`src/hdl/ccc_pkg.sv`:
```
package ccc_pkg;

  localparam int MaxWaypointsDefault = 64;

  // Configuration register indexes.
  localparam logic CfgWaypointCount = 1'b0;
  localparam logic CfgHalfWidth     = 1'b1;

  localparam logic [6:0]  CountReset     = 7'd2;
  localparam logic [14:0] HalfWidthReset = 15'd512;

  // Input mode codes.
  localparam logic ModeQuery = 1'b0;
  localparam logic ModeLoad  = 1'b1;

  localparam int          CordicSteps = 14;
  localparam logic [3:0]  CordicLast  = 4'(CordicSteps - 1);
  localparam logic signed [17:0] CordicGain  = 18'sd9949;
  localparam logic signed [17:0] QuarterTurn = 18'sd16384;
  localparam logic signed [17:0] HalfTurn    = 18'sd32768;

  typedef logic signed [17:0] trig_t;
  typedef logic signed [36:0] mac_a_t;
  typedef logic signed [18:0] mac_b_t;
  typedef logic signed [55:0] mac_p_t;

  // Arctangent of 2^-i in binary-angle units.
  function automatic logic signed [17:0] cordic_atan(input logic [3:0] i);
    logic signed [17:0] r;
    unique case (i)
      4'd0:    r = 18'sd8192;
      4'd1:    r = 18'sd4836;
      4'd2:    r = 18'sd2555;
      4'd3:    r = 18'sd1297;
      4'd4:    r = 18'sd651;
      4'd5:    r = 18'sd326;
      4'd6:    r = 18'sd163;
      4'd7:    r = 18'sd81;
      4'd8:    r = 18'sd41;
      4'd9:    r = 18'sd20;
      4'd10:   r = 18'sd10;
      4'd11:   r = 18'sd5;
      4'd12:   r = 18'sd3;
      4'd13:   r = 18'sd1;
      default: r = 18'sd0;
    endcase
    return r;
  endfunction

  // Position plus a rounded Q2.14 product, saturated to 16 bits.
  function automatic logic signed [15:0] probe_sat(input logic signed [15:0] pos,
                                                   input mac_p_t p);
    logic signed [56:0] r;
    logic signed [23:0] v;
    logic signed [15:0] o;
    r = 57'(p) + 57'sd8192;
    v = 24'(r >>> 14) + 24'(pos);
    if (v > 24'sd32767) begin
      o = 16'sh7fff;
    end else if (v < -24'sd32768) begin
      o = 16'sh8000;
    end else begin
      o = v[15:0];
    end
    return o;
  endfunction

endpackage

```
`src/hdl/ccc_mac.sv`:
```
module ccc_mac (
  input  logic            clk_i,
  input  ccc_pkg::mac_a_t a_i,
  input  ccc_pkg::mac_b_t b_i,
  output ccc_pkg::mac_p_t p_o
);
  import ccc_pkg::*;

  mac_p_t p_q;

  always_ff @(posedge clk_i) begin
    p_q <= 56'(a_i * b_i);
  end

  assign p_o = p_q;

endmodule

```
`config.mk`:
```
export PLATFORM = sky130hd
export DESIGN_NAME = ccc_mac
export DESIGN_NICKNAME = d
export VERILOG_FILES = /design/src/hdl/ccc_pkg.sv /design/src/hdl/ccc_mac.sv
export SDC_FILE = /design/constraint.sdc
export NUM_CORES = 2
export LEC_CHECK = 0
export BUFFER_PORTS_ARGS = -buffer_cell sky130_fd_sc_hd__buf_2
export CAP_MARGIN = 20
export CORE_AREA = 2 2 271 273
export DETAILED_ROUTE_END_ITERATION = 8
export DIE_AREA = 0 0 273 275
export GPL_TIMING_DRIVEN = 0
export SYNTH_ARGS = -nofsm -noshare
export SYNTH_HDL_FRONTEND = slang
export SYNTH_SLANG_ARGS = --single-unit
```
`constraint.sdc`:
```
create_clock -name clk_i -period 12.9 [get_ports clk_i]
set_input_delay 3.225 -clock clk_i [delete_from_list [all_inputs] [get_ports clk_i]]
set_output_delay 3.225 -clock clk_i [all_outputs]
set_load 0.05 [all_outputs]
```
==> results.cfg <==
[status]
outcome = complete, no violations

[min_path]
min-delay-start = a_i[0]
hold_path.class = in -> reg

[logic_synthesis]
synth_top_area_cell = fa_1
yosys_register_bits = 56
synthTopCellsByCount = fa_1, inv_1, nand2_1
synth.distinct_cells = 56
netlist.area_leader.share = 0.541
ys_top_cells_by_area = fa_1, inv_1, ha_1
synth.avg_cell_area_um2 = 9.19
seq_area_frac_synth = 0.0449
syn_nets = 3596
syn_area_um2 = 25000
yosysMostFrequentCell = fa_1
yosys_warnings = 0
netlist_instances = 2715
yosys_most_used_dff = dfxtp_1
synth_edf_count = 0
synthArstFlopShare = 0

[timing]
setup_violations = 0
timing.final.crit_share = 0.915
maxSlewViolCount = 0
min_period_ps = 11800
max_clock_freq_mhz = 84.7
final-hold-violation-count = 0
worst_pin_slew_ps = 1230
fin_tns_setup_ps = 0
whs_ps = 3330
setup_ws_ps = 1100
rsz0062_at_grt = false
maxSlewHeadroom = 0.177

[critical_path]
worstSetupPathType = in -> reg
crit_start = b_i[4]
critPathMaxFanout = 10
arrival_ps = 12040
cp-start-kind = input port
required_ps = 13130
crit_path_end_kind = flip-flop

[cells_and_area]
largest_reg_flops = 56
drive_above_1_share = 0.0337
layout.cells.non_filler = 3752
final_nets = 3671
area_growth_pct = 6.83

[floorplanning]
dieArea_um2 = 75100
dieHeight_um = 275
ioPinCount = 113
die_w_um = 273
fp-row-count = 99
initial_core_util = 0.345
core_area_um2 = 72300

[cts]
cts.repair.resized = 0
cts_setup_buffers = 0
root_buffer = clkbuf_16
max-clock-path-buffers = 2
cts_hold_buf = 0
cts_buffers = 5
cts_max_level = 2
path_clk_slew_ps = 80
cts_tree = built
clock-sinks = 56

[route]
antenna_left = 0
firstDrtPassIters = 5
first_iter_violations = 1139
wire_per_inst_um = 20.8
drc = 0
vias = 18400
avgViaCountPerCell = 4.90
wirelength_mm = 78.0

[placement]
dp_hpwl_mm = 65.8
dp_cells = 3741
portBuffers = 67
place_congestion = 0.945
dp_slack_ps = 886

[global_route]
grt_overflow = 0
grt_usage = 0.215
grt_pass1_wl_mm = 119
grt_max_degree = 20
antenna_found_initial = 7
grt_pass1_vias = 19600

[job]
cap_violations = 0
cell type report:
class | instances | area, um^2
Multi-Input combinational cell | 1875 | 20900
Clock inverter | 3 | 25.0
Buffer | 152 | 579
Fill cell | 7456 | 45700
Timing Repair Buffer | 68 | 350
Sequential cell | 56 | 1120
Inverter | 632 | 2370
Clock buffer | 5 | 125
Antenna cell | 2 | 5.00
Tap cell | 959 | 1200
worst paths after layout:
check | slack [ps] | cells after the start | end
setup / recovery | 1100 | 22 | p_o[52]$_DFF_P_
hold / removal | 3330 | 2 | p_o[0]$_DFF_P_
kinds of logic after synthesis:
group,Yosys count,synth area share
xor+xnor,56,0.0196
buf+inv,784,0.118
fa+ha+maj,824,0.616
compound gates,177,0.0472
flops,56,0.0449
mux,3,0.00120
simple gates,815,0.153
stage by stage:
stage / utilization / instance area, um^2
3_3_place_gp: 0.366 / 26500
2_1_floorplan: - / 25000
5_1_grt: 0.369 / 26700
6_report: 0.369 / 26700
4_1_cts: 0.368 / 26600
3_5_place_dp: 0.366 / 26500
cells in the final DEF, fill, tap and decap left out, drive strengths merged, types with 4 or more instances in the layout:
master	instances
a31oi	6
nand3	9
nor4	4
nand2	453
and3	6
xor2	21
nand4	7
buf	78
a311oi	4
nor2	56
o21a	5
xnor2	35
o21bai	7
a21oi	56
clkbuf	147
inv	634
o21ai	34
dfxtp	56
nand2b	12
and2	247
o211ai	5
a21o	26
ha	149
nor3	10
fa	675
a211oi	5
a211o	5
critical path, cell delays in order:
cell and delay [ps]:
clkbuf_1 860, clkbuf_1 790, nand2_1 180, fa_1 570, fa_1 540, fa_1 510
inv_1 50, fa_1 550, fa_1 430, fa_1 460, fa_1 500, ha_1 320
buf_2 160, a21oi_1 260, o211ai_1 180, a2111oi_0 510, a211oi_1 250, a22oi_1 420
a21oi_1 260, a41oi_1 630, o21ai_1 200, xnor2_1 170
per-layer routing:
layer  share of wire  vias to the layer above  track usage
met5         0.00074                        -            0
met4           0.050                       10       0.0930
met3           0.082                      188       0.0520
met2            0.48                      704        0.360
met1            0.38                     9459        0.265
li1                -                     8016            -
Power is left out: the tool's default activity adds up to more than one toggle a clock period on the data nets, which glitch-free logic cannot reach.
