<file path="config.mk">
export PLATFORM = sky130hd
export DESIGN_NAME = ccc_cordic
export DESIGN_NICKNAME = d
export VERILOG_FILES = /design/src/hdl/ccc_pkg.sv /design/src/hdl/ccc_cordic.sv
export SDC_FILE = /design/constraint.sdc
export NUM_CORES = 1
export LEC_CHECK = 0
export BUFFER_PORTS_ARGS = -buffer_cell sky130_fd_sc_hd__buf_4
export CORE_MARGIN = 5
export CORE_UTILIZATION = 61
export CTS_BUF_LIST = sky130_fd_sc_hd__clkbuf_4
export CTS_CLUSTER_DIAMETER = 100
export DETAILED_ROUTE_END_ITERATION = 16
export GPL_ROUTABILITY_DRIVEN = 1
export HOLD_SLACK_MARGIN = 0.06
export PLACE_DENSITY = 0.86
export SYNTH_ARGS = -nofsm -noshare
export SYNTH_HDL_FRONTEND = slang
export SYNTH_SLANG_ARGS = --single-unit
</file>
<file path="constraint.sdc">
create_clock -name clk_i -period 10.51 [get_ports clk_i]
set_input_delay 1.5765 -clock clk_i [delete_from_list [all_inputs] [get_ports clk_i]]
set_output_delay 1.5765 -clock clk_i [all_outputs]
set_load 0.05 [all_outputs]
</file>
<file path="src/hdl/ccc_pkg.sv">
package ccc_pkg;

  localparam int MaxWaypointsDefault = 64;

  // Configuration register indexes.
  localparam logic CfgWaypointCount = 1'b0;
  localparam logic CfgHalfWidth     = 1'b1;

  localparam logic [6:0]  CountReset     = 7'd2;
  localparam logic [14:0] HalfWidthReset = 15'd512;

  // Input mode codes.
  localparam logic ModeQuery = 1'b0;
  localparam logic ModeLoad  = 1'b1;

  localparam int          CordicSteps = 14;
  localparam logic [3:0]  CordicLast  = 4'(CordicSteps - 1);
  localparam logic signed [17:0] CordicGain  = 18'sd9949;
  localparam logic signed [17:0] QuarterTurn = 18'sd16384;
  localparam logic signed [17:0] HalfTurn    = 18'sd32768;

  typedef logic signed [17:0] trig_t;
  typedef logic signed [36:0] mac_a_t;
  typedef logic signed [18:0] mac_b_t;
  typedef logic signed [55:0] mac_p_t;

  // Arctangent of 2^-i in binary-angle units.
  function automatic logic signed [17:0] cordic_atan(input logic [3:0] i);
    logic signed [17:0] r;
    unique case (i)
      4'd0:    r = 18'sd8192;
      4'd1:    r = 18'sd4836;
      4'd2:    r = 18'sd2555;
      4'd3:    r = 18'sd1297;
      4'd4:    r = 18'sd651;
      4'd5:    r = 18'sd326;
      4'd6:    r = 18'sd163;
      4'd7:    r = 18'sd81;
      4'd8:    r = 18'sd41;
      4'd9:    r = 18'sd20;
      4'd10:   r = 18'sd10;
      4'd11:   r = 18'sd5;
      4'd12:   r = 18'sd3;
      4'd13:   r = 18'sd1;
      default: r = 18'sd0;
    endcase
    return r;
  endfunction

  // Position plus a rounded Q2.14 product, saturated to 16 bits.
  function automatic logic signed [15:0] probe_sat(input logic signed [15:0] pos,
                                                   input mac_p_t p);
    logic signed [56:0] r;
    logic signed [23:0] v;
    logic signed [15:0] o;
    r = 57'(p) + 57'sd8192;
    v = 24'(r >>> 14) + 24'(pos);
    if (v > 24'sd32767) begin
      o = 16'sh7fff;
    end else if (v < -24'sd32768) begin
      o = 16'sh8000;
    end else begin
      o = v[15:0];
    end
    return o;
  endfunction

endpackage

</file>
<file path="src/hdl/ccc_cordic.sv">
module ccc_cordic (
  input  logic               clk_i,
  input  logic               rst_ni,
  input  logic               start_i,
  input  logic [15:0]        heading_i,
  output logic               done_o,
  output ccc_pkg::trig_t     cos_o,
  output ccc_pkg::trig_t     sin_o
);
  import ccc_pkg::*;

  logic               run_q, done_q, flip_q;
  logic [3:0]         i_q;
  logic signed [17:0] x_q, y_q, z_q;
  logic signed [17:0] z0, xs, ys;
  logic               flip0;

  always_comb begin
    z0    = 18'(signed'(heading_i));
    flip0 = 1'b0;
    if (z0 > QuarterTurn) begin
      z0    = z0 - HalfTurn;
      flip0 = 1'b1;
    end else if (z0 < -QuarterTurn) begin
      z0    = z0 + HalfTurn;
      flip0 = 1'b1;
    end
    xs = x_q >>> i_q;
    ys = y_q >>> i_q;
  end

  always_ff @(posedge clk_i or negedge rst_ni) begin
    if (!rst_ni) begin
      run_q  <= 1'b0;
      done_q <= 1'b0;
      i_q    <= '0;
    end else begin
      done_q <= 1'b0;
      if (start_i) begin
        run_q <= 1'b1;
        i_q   <= '0;
      end else if (run_q) begin
        i_q <= i_q + 4'd1;
        if (i_q == CordicLast) begin
          run_q  <= 1'b0;
          done_q <= 1'b1;
        end
      end
    end
  end

  always_ff @(posedge clk_i) begin
    if (start_i) begin
      x_q    <= CordicGain;
      y_q    <= '0;
      z_q    <= z0;
      flip_q <= flip0;
    end else if (run_q) begin
      if (z_q >= 0) begin
        x_q <= x_q - ys;
        y_q <= y_q + xs;
        z_q <= z_q - cordic_atan(i_q);
      end else begin
        x_q <= x_q + ys;
        y_q <= y_q - xs;
        z_q <= z_q + cordic_atan(i_q);
      end
    end
  end

  assign done_o = done_q;
  assign cos_o  = flip_q ? -x_q : x_q;
  assign sin_o  = flip_q ? -y_q : y_q;

endmodule

</file>
==> results of run 1 <==
==> registers in the layout, summed over array words and instances (netlist names) <==
register,cells
y_q,18
run_q,1
z_q,18
done_o,1
x_q,18
i_q,4
flip_q,1
==> stage by stage <==
step           util [%]  hold slack (ns)  cells
2_1_floorplan         -           0.5303   1015
3_3_place_gp      64.91           0.6146   1181
3_5_place_dp      64.91           0.6414   1181
4_1_cts           65.98           0.6623   1197
5_1_grt           66.00           0.6961   1198
6_report          66.00           0.6589   1198
==> cells by family (layout without fill, tap and decap cells) <==
family                     Yosys count  in the layout  share of synthesized area [%]
buffers and inverters              107            113                          5.202
adders and majority gates           67             67                          10.53
other                                0              1                              0
DFF                                 61             61                          17.63
muxes                               87             87                          15.12
AOI/OAI and AO/OA                  261            261                          20.99
xor gates and xnor gates           116            116                          12.42
and+or+nand+nor                    316            316                          18.12
==> worst min-delay path by stage <==
stage / start / to / slack [ns] / depth (start not counted)
after global routing: y_q[5]$_SDFFE_PP0P_ / y_q[5]$_SDFFE_PP0P_ / 0.70 / 2
final: x_q[0]$_SDFFE_PP1P_ / x_q[0]$_SDFFE_PP1P_ / 0.66 / 2
after detailed placement: y_q[10]$_SDFFE_PP0P_ / y_q[10]$_SDFFE_PP0P_ / 0.64 / 2
after floorplan: x_q[0]$_SDFFE_PP1P_ / x_q[0]$_SDFFE_PP1P_ / 0.53 / 2
after global placement: y_q[5]$_SDFFE_PP0P_ / y_q[5]$_SDFFE_PP0P_ / 0.61 / 2
after CTS: x_q[14]$_SDFFE_PP0P_ / x_q[14]$_SDFFE_PP0P_ / 0.66 / 2
==> cells in the final DEF, fill, tap and decap left out, drive strengths merged, types with 5 or more instances in the layout <==
master  instances
nand2         110
xnor2          85
nor2           81
o21ai          76
ha             64
buf            59
a21oi          55
mux2i          44
inv            37
dfxtp          36
xor2           31
mux4           27
o31ai          24
nor3           21
nand3          20
edfxtp         19
mux2           16
nand2b         14
a21o           12
a31oi          11
a211oi         11
nor2b          10
or3            10
or2             9
o21bai          9
clkbuf          9
and2            7
nand4           7
nor4            7
clkinv          7
o21a            6
o41ai           6
and3            6
or4             6
dfrtp           6
a22o            5
==> Yosys cell counts, drive strengths merged, types with 5 or more instances <==
master	n
o31ai	24
o21ai	76
or4	6
nor3	21
buf	24
o21a	6
ha	64
nor2	81
and2	7
o41ai	6
and3	6
a31oi	11
xnor2	85
nand2b	14
inv	35
o21bai	9
or3	10
mux4	27
edfxtp	19
nor2b	10
xor2	31
nor4	7
a22o	5
a21o	12
dfxtp	36
a211oi	11
mux2i	44
mux2	16
or2	9
clkbuf	45
nand3	20
nand2	110
dfrtp	6
a21oi	55
nand4	7
==> critical path, delay by kind of cell, from the launching register on <==
| kind | cells | cell delay [ns] |
|---|---|---|
| AO/OA/AOI/OAI | 10 | 2.22 |
| XOR/XNOR | 1 | 0.16 |
| adder cells (fa/ha/maj) | 3 | 1.33 |
| buffers and inverters | 1 | 0.64 |
| flip-flops | 1 | 1.12 |
| AND/OR/NAND/NOR | 3 | 0.46 |
==> area by class of cell <==
type	count	area (µm²)	share of cell area [%]
sequential	61	1445	16.60
timing repair buffer	59	442.9	5.088
multi-input combinational	847	6311	72.49
inverter	38	142.6	1.638
tap	176	220.2	2.529
antenna	1	2.502	0.02874
clock inverter	7	73.82	0.8479
clock buffer	9	67.56	0.7761
==> routing by layer <==
layer	global-route usage [%]	part of all wire, %	up-vias
met5	0	0	-
li1	-	-	3716
met3	4.403	9.2	40
met4	6.877	1.7	0
met1	36.01	43	3586
met2	42.04	46	361
==> impl_results.md, run 1 <==
- Status: finished clean
- Synth warnings: 0
- Final hold violation count: 0
- DRC: 0
- Cell mode on critical path: a21oi_1
- CP arrival: 6.41 ns
- Sink Count: 61
- GRT Overall Usage: about a quarter
- Worst EP required: between 10 and 15 ns
- Netlist cell types: 74
- Critical path, cell by cell: clkinv_1, ha_1, nand2b_1, a21oi_1, a21oi_1, ha_1, a21oi_1, fa_1, a21o_1, a21oi_1, o21bai_1, a21oi_1, nor2b_1, o311ai_0, nand4b_1, a31oi_1, xor2_1, o21ai_0
- Area leader, netlist: ha_1
- # setup viols final: 0
- CP max FO: 48
- CP endpoint kind: flop
- DP HPWL: around 15000 µm
- Slowest Stage Delay on Critical Path: ~1.1 ns
- Drt wl/cell: 17.30 µm
- CTS tree: done
- Layout cell share with drive strength beyond 1: around an eighth
- Drt pass-1 iters: 5
- Nets@finish: 1102
- Routability cong.: 0.9422
- Vias: just under 8000
- Reg2reg start: i_q[0]$_DFFE_PN0P_
- Crit path kind: flop to flop
- Max Clock Skew: between 0.02 and 0.025 ns
- R2R depth: 18
- Ys async rst share: ~9.8%
- # hold bufs at CTS: 0
- Least-Margin Pin Slew: 1.212 ns
- DP Area: between 0.008 and 0.009 mm²
- CTS buffer count: 9
- Initial DRC Count: 924
- Post-layout min period: roughly 6.2 ns
- Pre-CTS setup slack: 4.401 ns
- Clock-pin slew on the worst setup and hold paths: approximately 0.13 ns
- Final worst slack: between 4 and 5 ns
- Crit path from: i_q[0]$_DFFE_PN0P_
- Max-slew violations: 0
- Mapped cell area: roughly 0.0082 mm²
- Startpoint types: flop
- Count of state elements after synthesis: slightly above 60
- DIE AREA: between 0.015 and 0.02 mm²
- Cts repair resizes: 0
- Max-cap viol count: 0
- Syn Inst Count: 1015
- Clk Latency, worst-skew pair: 0.48 ns
- Post-route cell area: 0.008706 mm²
- I/O Buffers: 55
- Largest cells by area after synthesis: ha_1 (9.8%), xnor2_1 (9.1%), dfxtp_1 (8.8%), edfxtp_1 (7.0%), mux4_2 (6.9%)
- Initial Util: between 60% and 70%
- Die H: roughly 130 µm
- # Post-CTS Setup Buffers: 0
- H-Tree Depth: 3
- Synth Flop Type: dfxtp_1
- Vias in the first global route: between 7000 and 8000
- Routed WL: about 21000 µm
- Mapped Nets: 1101
- Final ANT Viol Nets: 0
- Syn Area/Cell: about 8.1 µm²
- Setup crit end: z_q[14]$_DFFE_PP_
- CTS max path bufs: 2
- Critical register-to-register path endpoint: z_q[14]$_DFFE_PP_
- Flop-to-flop setup slack: between 4 and 5 ns
- Largest net degree at the start of global routing: 74
- Residual overflow from global routing: 0
- Sequential share of the synthesized area: between 10% and 20%
- P&R area growth vs syn: 6.457%
- EDFF count, synth: 19
- Initial antenna violation count: 1
- Rows: 42
- Max Clk Rate: 0.1613 GHz
- Wire length of the first global-routing pass: around 35000 µm
- Fill cells: around 1100
- Fin crit share: roughly three fifths
- Crit-path slowest cell: dfrtp_2
- Boundary pin count: 56
- TNS Setup: 0 ns
- Die X: between 100 and 150 µm
- RSZ-0062 raised after global routing: false
- Slew margin rel.: 19.20%
- CTS root buf: clkbuf_4
- Via/cell ratio: 6.430
- Core ar.: 0.01319 mm²
- Hold crit path type: flop to flop
- Top cell type's share of synthesized area: 9.792%
Power of run 1 is not shown: default switching activity piles up to over one toggle a cycle in this logic, so the estimate is an artifact.
==> run 2: changes to the inputs <==
--- a/config.mk
+++ b/config.mk
@@ -5,6 +5,7 @@
 export SDC_FILE = /design/constraint.sdc
 export NUM_CORES = 1
 export LEC_CHECK = 0
+export ABC_AREA = 1
 export BUFFER_PORTS_ARGS = -buffer_cell sky130_fd_sc_hd__buf_4
 export CORE_MARGIN = 5
 export CORE_UTILIZATION = 61
==> constraint.sdc (replaced) <==
create_clock -name clk_i -period 5.87 [get_ports clk_i]
set_input_delay 0.8805 -clock clk_i [delete_from_list [all_inputs] [get_ports clk_i]]
set_output_delay 0.8805 -clock clk_i [all_outputs]
set_load 0.05 [all_outputs]
==> impl_results.md, run 2 <==
- Status: finished clean
- CTS root buf: clkbuf_4
- Synth Area in Adders: 10.51% (-0.019 points)
- H-Tree Depth: 3 (unchanged)
- Synth Flop Type: dfxtp_1
- # Post-CTS Setup Buffers: 0 (unchanged)
- Drt wl/cell: 15.46 µm (-11%)
- Die H: 125.9 µm (about the same)
- Netlist cell types: 53 (-28%)
- CTS max path bufs: 2 (unchanged)
- Boundary pin count: 56 (unchanged)
- CP arrival: 5.24 ns (-1.17 ns)
- Drt pass-1 iters: 6 (+1)
- Hold crit path type: input port to async pin
- Initial DRC Count: 757 (-18%)
- Routability cong.: 0.9533 (+1.2%)
- Fin crit share: 82.52% (+24 points)
- Cell mode on critical path: nand2_1
- Simple-Gate Fraction of Synth Area: 36.39% (+18 points)
- Ys async rst share: 9.836% (unchanged)
- Layout cell share with drive strength beyond 1: 9.831% (-3.5 points)
- Final ANT Viol Nets: 0 (unchanged)
- Most frequent cells in the layout: nand2_1 (359), nand3_1 (148), inv_1 (120)
- Largest net degree at the start of global routing: 45 (-39%)
- Final hold violation count: 0 (unchanged)
- Initial Util: 62.11% (+0.11 points)
- GRT Overall Usage: 29.24% (+3.3 points)
- RSZ-0062 raised after global routing: false
- Top Registers: x_q x18, y_q x18, z_q x18
- Largest cells by area after synthesis: nand2_1 (16%), ha_1 (9.8%), nand3_1 (9.0%), dfxtp_1 (8.8%), xor2_1 (7.6%)
- Core ar.: 0.01319 mm² (unchanged)
- # hold bufs at CTS: 0 (unchanged)
- P&R area growth vs syn: 6.491% (about the same)
- Post-synthesis mux area share: 0% (-15 points)
- Sequential share of the synthesized area: 17.59% (-0.032 points)
- Crit path from: i_q[1]$_DFFE_PN0P_
- I/O Buffers: 55 (unchanged)
- Rows: 42 (unchanged)
- Synth top cells by count: nand2_1 (359), nand3_1 (148), inv_1 (120), nor2_1 (105), a21oi_1 (100)
- Die X: 125.9 µm (about the same)
- Max-cap viol count: 0 (unchanged)
- Initial antenna violation count: 0 (-1)
- Max-slew violations: 0 (unchanged)
- Mapped cell area: 0.008193 mm² (+0.18%)
- CTS tree: done
- Top cell type's share of synthesized area: 16.45% (+6.7 points)
- Startpoint types: flop
- Synth warnings: 0 (unchanged)
- Sink Count: 61 (unchanged)
- Syn Inst Count: 1336 (+32%)
- DP HPWL: 18140 µm (+21%)
- DRC: 0 (unchanged)
- Residual overflow from global routing: 0 (unchanged)
- TNS Setup: 0 ns (unchanged)
- Synth Area in Compound Gates: 16.81% (-4.2 points)
- Antenna diode count: 0 (-1)
- Count of state elements after synthesis: 61 (unchanged)
- Cts repair resizes: 0 (unchanged)
- Max Clock Skew: 0.02199 ns (-0.001350 ns)
- Wire length of the first global-routing pass: 38460 µm (+11%)
- Crit-path slowest cell: o311ai_0
- Post-layout min period: 4.844 ns (-1.355 ns)
- Least-Margin Pin Slew: 0.9051 ns (-0.3070 ns)
- Xor-xnor portion of the synthesized cell area: 9.301% (-3.1 points)
- Vias: 8895 (+15%)
- Routed WL: 23800 µm (+15%)
- Via/cell ratio: 5.780 (-10%)
- Nets@finish: 1444 (+31%)
- # setup viols final: 0 (unchanged)
- Mapped Nets: 1422 (+29%)
- Clk Latency, worst-skew pair: 0.45 ns (-0.03 ns)
- Leading cell type in the layout, fill and taps excluded: nand2_1
- CTS buffer count: 9 (unchanged)
- Worst EP required: 6.27 ns (-4.46 ns)
- Syn Area/Cell: 6.132 µm² (-24%)
- Crit path kind: flop to flop
- EDFF count, synth: 19 (unchanged)
- CP max FO: 35 (-27%)
- DIE AREA: 0.01585 mm² (+0.17%)
- Clock-pin slew on the worst setup and hold paths: 0.12 ns (about the same)
- Vias in the first global route: 8109 (+14%)
- Reg2reg start: i_q[1]$_DFFE_PN0P_
- Largest family of logic cells by synthesized area: simple AND/OR/NAND/NOR gates
- Count leader, synth: nand2_1
- Max Clk Rate: 0.2064 GHz (+28%)
- Slew margin rel.: 38.90% (+20 points)
- Area leader, netlist: nand2_1
- CP endpoint kind: flop
- Slowest Stage Delay on Critical Path: 0.55 ns (-0.57 ns)
[run 2: changes by cell type in the layout (fill, tap and decap cells not counted), moves of 14 or more]
cell	previous run	this run
nand2_1	110	359
nand3_1	19	148
inv_1	35	120
xnor2_1	85	16
a21oi_1	55	100
mux2i_1	44	0
xor2_1	31	71
mux4_2	25	0
nor2_1	81	105
o31ai_1	24	7
mux2_2	16	0
nand2b_1	14	0
[run 2: worst paths after layout]
kind / to / slack [ns] / cells past startpoint
min in group clk_i: x_q[11]$_SDFFE_PP0P_ / 0.61 / 2
worst min-delay path: i_q[1]$_DFFE_PN0P_ / 0.22 / 1
worst max-delay path: y_q[17]$_SDFFE_PP0P_ / 1.03 / 26
worst max register to register: y_q[17]$_SDFFE_PP0P_ / 1.03 / 26
max in group asynchronous: i_q[0]$_DFFE_PN0P_ / 5.52 / 1
worst min register to register: x_q[11]$_SDFFE_PP0P_ / 0.61 / 2
[run 2: layer usage]
layer  global-route usage (%)  wire [µm]  share of wire, %
met1                    38.09      10380                44
met2                    48.29      10880                46
met3                    4.869       1660               7.0
met4                    11.74        877               3.7
met5                        0          0                 0
[run 2: area by class of cell]
cell class / count / area, µm²
Tap cell: 176 / 220.2
Sequential cell: 61 / 1441
Multi-Input combinational cell: 1091 / 5982
Clock buffer: 10 / 75.07
Clock inverter: 6 / 30.03
Timing Repair Buffer: 65 / 488.0
Fill cell: 1258 / 4466
Inverter: 130 / 488.0
[run 2: worst max-delay path, delay by kind of cell, from the launching register on]
kind | cells | cell delay, ns
AND/OR/NAND/NOR | 15 | 1.96
AO/OA/AOI/OAI | 3 | 0.92
buffers and inverters | 5 | 0.79
adder cells (fa/ha/maj) | 2 | 0.54
flip-flops | 1 | 0.41
XOR/XNOR | 1 | 0.15
[run 2: kinds of logic after synthesis]
logic type	Yosys count
AND/OR/NAND/NOR	690
AO/OA/AOI/OAI	247
buffers and inverters	184
adder cells (fa/ha/maj)	67
flip-flops	61
XOR/XNOR	87
[run 2: through the flow]
stage / area (µm²) / utilization (%) / setup slack, ns / instances / hold slack [ns]
6_report: 8725 / 66.14 / 1.026 / 1539 / 0.2234
3_3_place_gp: 8620 / 65.35 / 1.166 / 1523 / 0.5641
5_1_grt: 8725 / 66.14 / 0.5389 / 1539 / 0.2021
2_1_floorplan: 8193 / - / 1.738 / 1336 / 0.5140
4_1_cts: 8725 / 66.14 / 1.066 / 1539 / 0.2059
3_5_place_dp: 8620 / 65.35 / 1.118 / 1523 / 0.5828
Power of run 2 is left out for the same reason.
==> run 3: changes to the inputs <==
--- a/config.mk
+++ b/config.mk
@@ -8,7 +8,7 @@
 export ABC_AREA = 1
 export BUFFER_PORTS_ARGS = -buffer_cell sky130_fd_sc_hd__buf_4
 export CORE_MARGIN = 5
-export CORE_UTILIZATION = 61
+export CORE_UTILIZATION = 58
 export CTS_BUF_LIST = sky130_fd_sc_hd__clkbuf_4
 export CTS_CLUSTER_DIAMETER = 100
 export DETAILED_ROUTE_END_ITERATION = 16
==> constraint.sdc (replaced) <==
create_clock -name clk_i -period 4.1 [get_ports clk_i]
set_input_delay 0.615 -clock clk_i [delete_from_list [all_inputs] [get_ports clk_i]]
set_output_delay 0.615 -clock clk_i [all_outputs]
set_load 0.05 [all_outputs]
==> impl_results.md, run 3 (synthesis results as in run 2) <==
- Die X: 128.9 µm (+2.4%)
- Initial Util: 59.02% (-3.1 points)
- DIE AREA: 0.01660 mm² (+4.8%)
- Worst EP required: 4.47 ns (-1.80 ns)
- Rows: 43 (+2.4%)
- Final std cells w/o fill: 1599 (+3.9%)
- Routed WL: 26160 µm (+9.9%)
- Status: finished clean
- Final hold violation count: 0 (unchanged)
- Slowest Stage Delay on Critical Path: 0.49 ns (-0.06 ns)
- Nets@finish: 1499 (+3.8%)
- Max Clk Rate: 0.2529 GHz (+22%)
- Crit path kind: flop to flop
- CP endpoint kind: flop
- Via/cell ratio: 5.953 (+3.0%)
- Vias: 9519 (+7.0%)
- Layout cell share with drive strength beyond 1: 20.17% (+10 points)
- Drt wl/cell: 16.36 µm (+5.8%)
- CTS buffer count: 9 (unchanged)
- H-Tree Depth: 3 (unchanged)
- Least-Margin Pin Slew: 0.8771 ns (-0.02793 ns)
- Fin crit share: 96.46% (+14 points)
- Core ar.: 0.01388 mm² (+5.2%)
- Die H: 128.9 µm (+2.4%)
- I/O Buffers: 55 (unchanged)
- Slew margin rel.: 41.46% (+2.6 points)
- Drt pass-1 iters: 6 (unchanged)
- CP max FO: 19 (-46%)
- Max Clock Skew: 0.02352 ns (+0.001534 ns)
- Initial antenna violation count: 1 (+1)
- Sink Count: 61 (unchanged)
- # setup viols final: 0 (unchanged)
- CP arrival: 4.32 ns (-0.92 ns)
- Cell mode on critical path: nand2_1
- Leading cell type in the layout, fill and taps excluded: nand2_1
- Hold crit path type: input port to flop
- GRT Overall Usage: 29.84% (+0.60 points)
- Vias in the first global route: 8636 (+6.5%)
- CTS max path bufs: 2 (unchanged)
- Clock-pin slew on the worst setup and hold paths: 0.12 ns (about the same)
- Wire length of the first global-routing pass: 40450 µm (+5.2%)
- Residual overflow from global routing: 0 (unchanged)
- Post-layout min period: 3.955 ns (-0.8890 ns)
- Routability cong.: 1.005 (+5.4%)
- Placed Cells: 1560 (+2.4%)
- Fill cells: 1232 (-2.1%)
- RSZ-0062 raised after global routing: true
- Max-slew violations: 0 (unchanged)
- CTS root buf: clkbuf_4
- Startpoint types: flop
- CTS tree: done
- Max-cap viol count: 0 (unchanged)
- Initial DRC Count: 1085 (+43%)
- DP HPWL: 19000 µm (+4.7%)
- Top Registers: x_q x18, y_q x18, z_q x18
- P&R area growth vs syn: 18.77%
- Crit-path slowest cell: dfrtp_2
- DRC: 0 (unchanged)
- Clk Latency, worst-skew pair: 0.47 ns (+0.02 ns)
- Final ANT Viol Nets: 0 (unchanged)
- Largest net degree at the start of global routing: 33 (-27%)
- Most frequent cells in the layout: nand2_1 (340), nand3_1 (126), inv_1 (117)
- Boundary pin count: 56 (unchanged)
==> run 3: cell types whose count changed in the layout (fill, tap and decap cells not counted), moves of 9 or more <==
cell     change
nand3_1     -22
a21oi_1     -13
nand3_2     +22
buf_4       +44
ha_1         -9
o21ai_1     +10
nand2_2     +19
nor2_1      -12
nand2_1     -19
a21oi_2     +13
o21ai_0     -15
==> run 3: repair_timing <==
item	4_1_cts	5_1_grt
endpoints found under the setup margin	9	18
resized for setup	8	133
hold buffers	1	0
buffers inserted	1	20
pin swaps	0	37
endpoints found under the hold margin	6	0
==> run 3: stage by stage <==
stage                     setup slack, ns  area (µm²)  hold slack, ns  TNS [ns]  utilization [%]
final                              0.1452        9731          0.4330         0            70.10
after global routing              -0.1780        9731          0.4332   -0.5494            70.10
after CTS                        0.003540        9090          0.4165         0            65.49
after detailed placement          -0.1235        8902          0.4384   -0.2517            64.13
after global placement           -0.08069        8902          0.4354  -0.09549            64.13
after floorplan                  0.007863        8198          0.3194         0                -
==> run 3: worst max-delay path, delay by kind of cell, from the launching register on <==
family                     cells  cell delay, ns
DFF                            1            0.49
adders and majority gates      1            0.35
AOI/OAI and AO/OA              6            1.22
xor gates and xnor gates       1            0.10
buffers and inverters          5            0.67
and+or+nand+nor               12            0.99
==> run 3: final timing paths <==
| check | cells after the start | end | start | slack, ns |
|---|---|---|---|---|
| setup reg to reg | 25 | x_q[14]$_SDFFE_PP0P_ | i_q[0]$_DFFE_PN0P_ | 0.15 |
| max in group asynchronous | 2 | i_q[0]$_DFFE_PN0P_ | rst_ni | 3.45 |
| hold / removal | 3 | z_q[9]$_DFFE_PP_ | heading_i[9] | 0.43 |
| setup / recovery | 25 | x_q[14]$_SDFFE_PP0P_ | i_q[0]$_DFFE_PN0P_ | 0.15 |
| hold reg to reg | 2 | x_q[0]$_SDFFE_PP1P_ | x_q[0]$_SDFFE_PP1P_ | 0.60 |
| min in group asynchronous | 2 | done_o$_DFF_PN0_ | rst_ni | 0.51 |
==> run 3: metal layers <==
metal | up-vias | GRT usage [%] | wire, µm | share of wire [%]
met5 | - | 0 | 0 | 0
met4 | 0 | 14.08 | 943 | 3.6
met3 | 88 | 4.525 | 1968 | 7.5
met2 | 440 | 49.76 | 12540 | 48
met1 | 4393 | 37.82 | 10710 | 41
li1 | 4598 | - | - | -
==> run 3: final cells by class <==
class	instances	area, µm²	area share [%]
Antenna cell	1	2.502	0.02572
Clock buffer	9	67.56	0.6944
Clock inverter	7	90.09	0.9258
Inverter	130	499.2	5.131
Multi-Input combinational cell	1091	6400	65.77
Sequential cell	61	1446	14.86
Tap cell	180	225.2	2.315
Timing Repair Buffer	120	999.7	10.27
Power of run 3 is left out for the same reason.
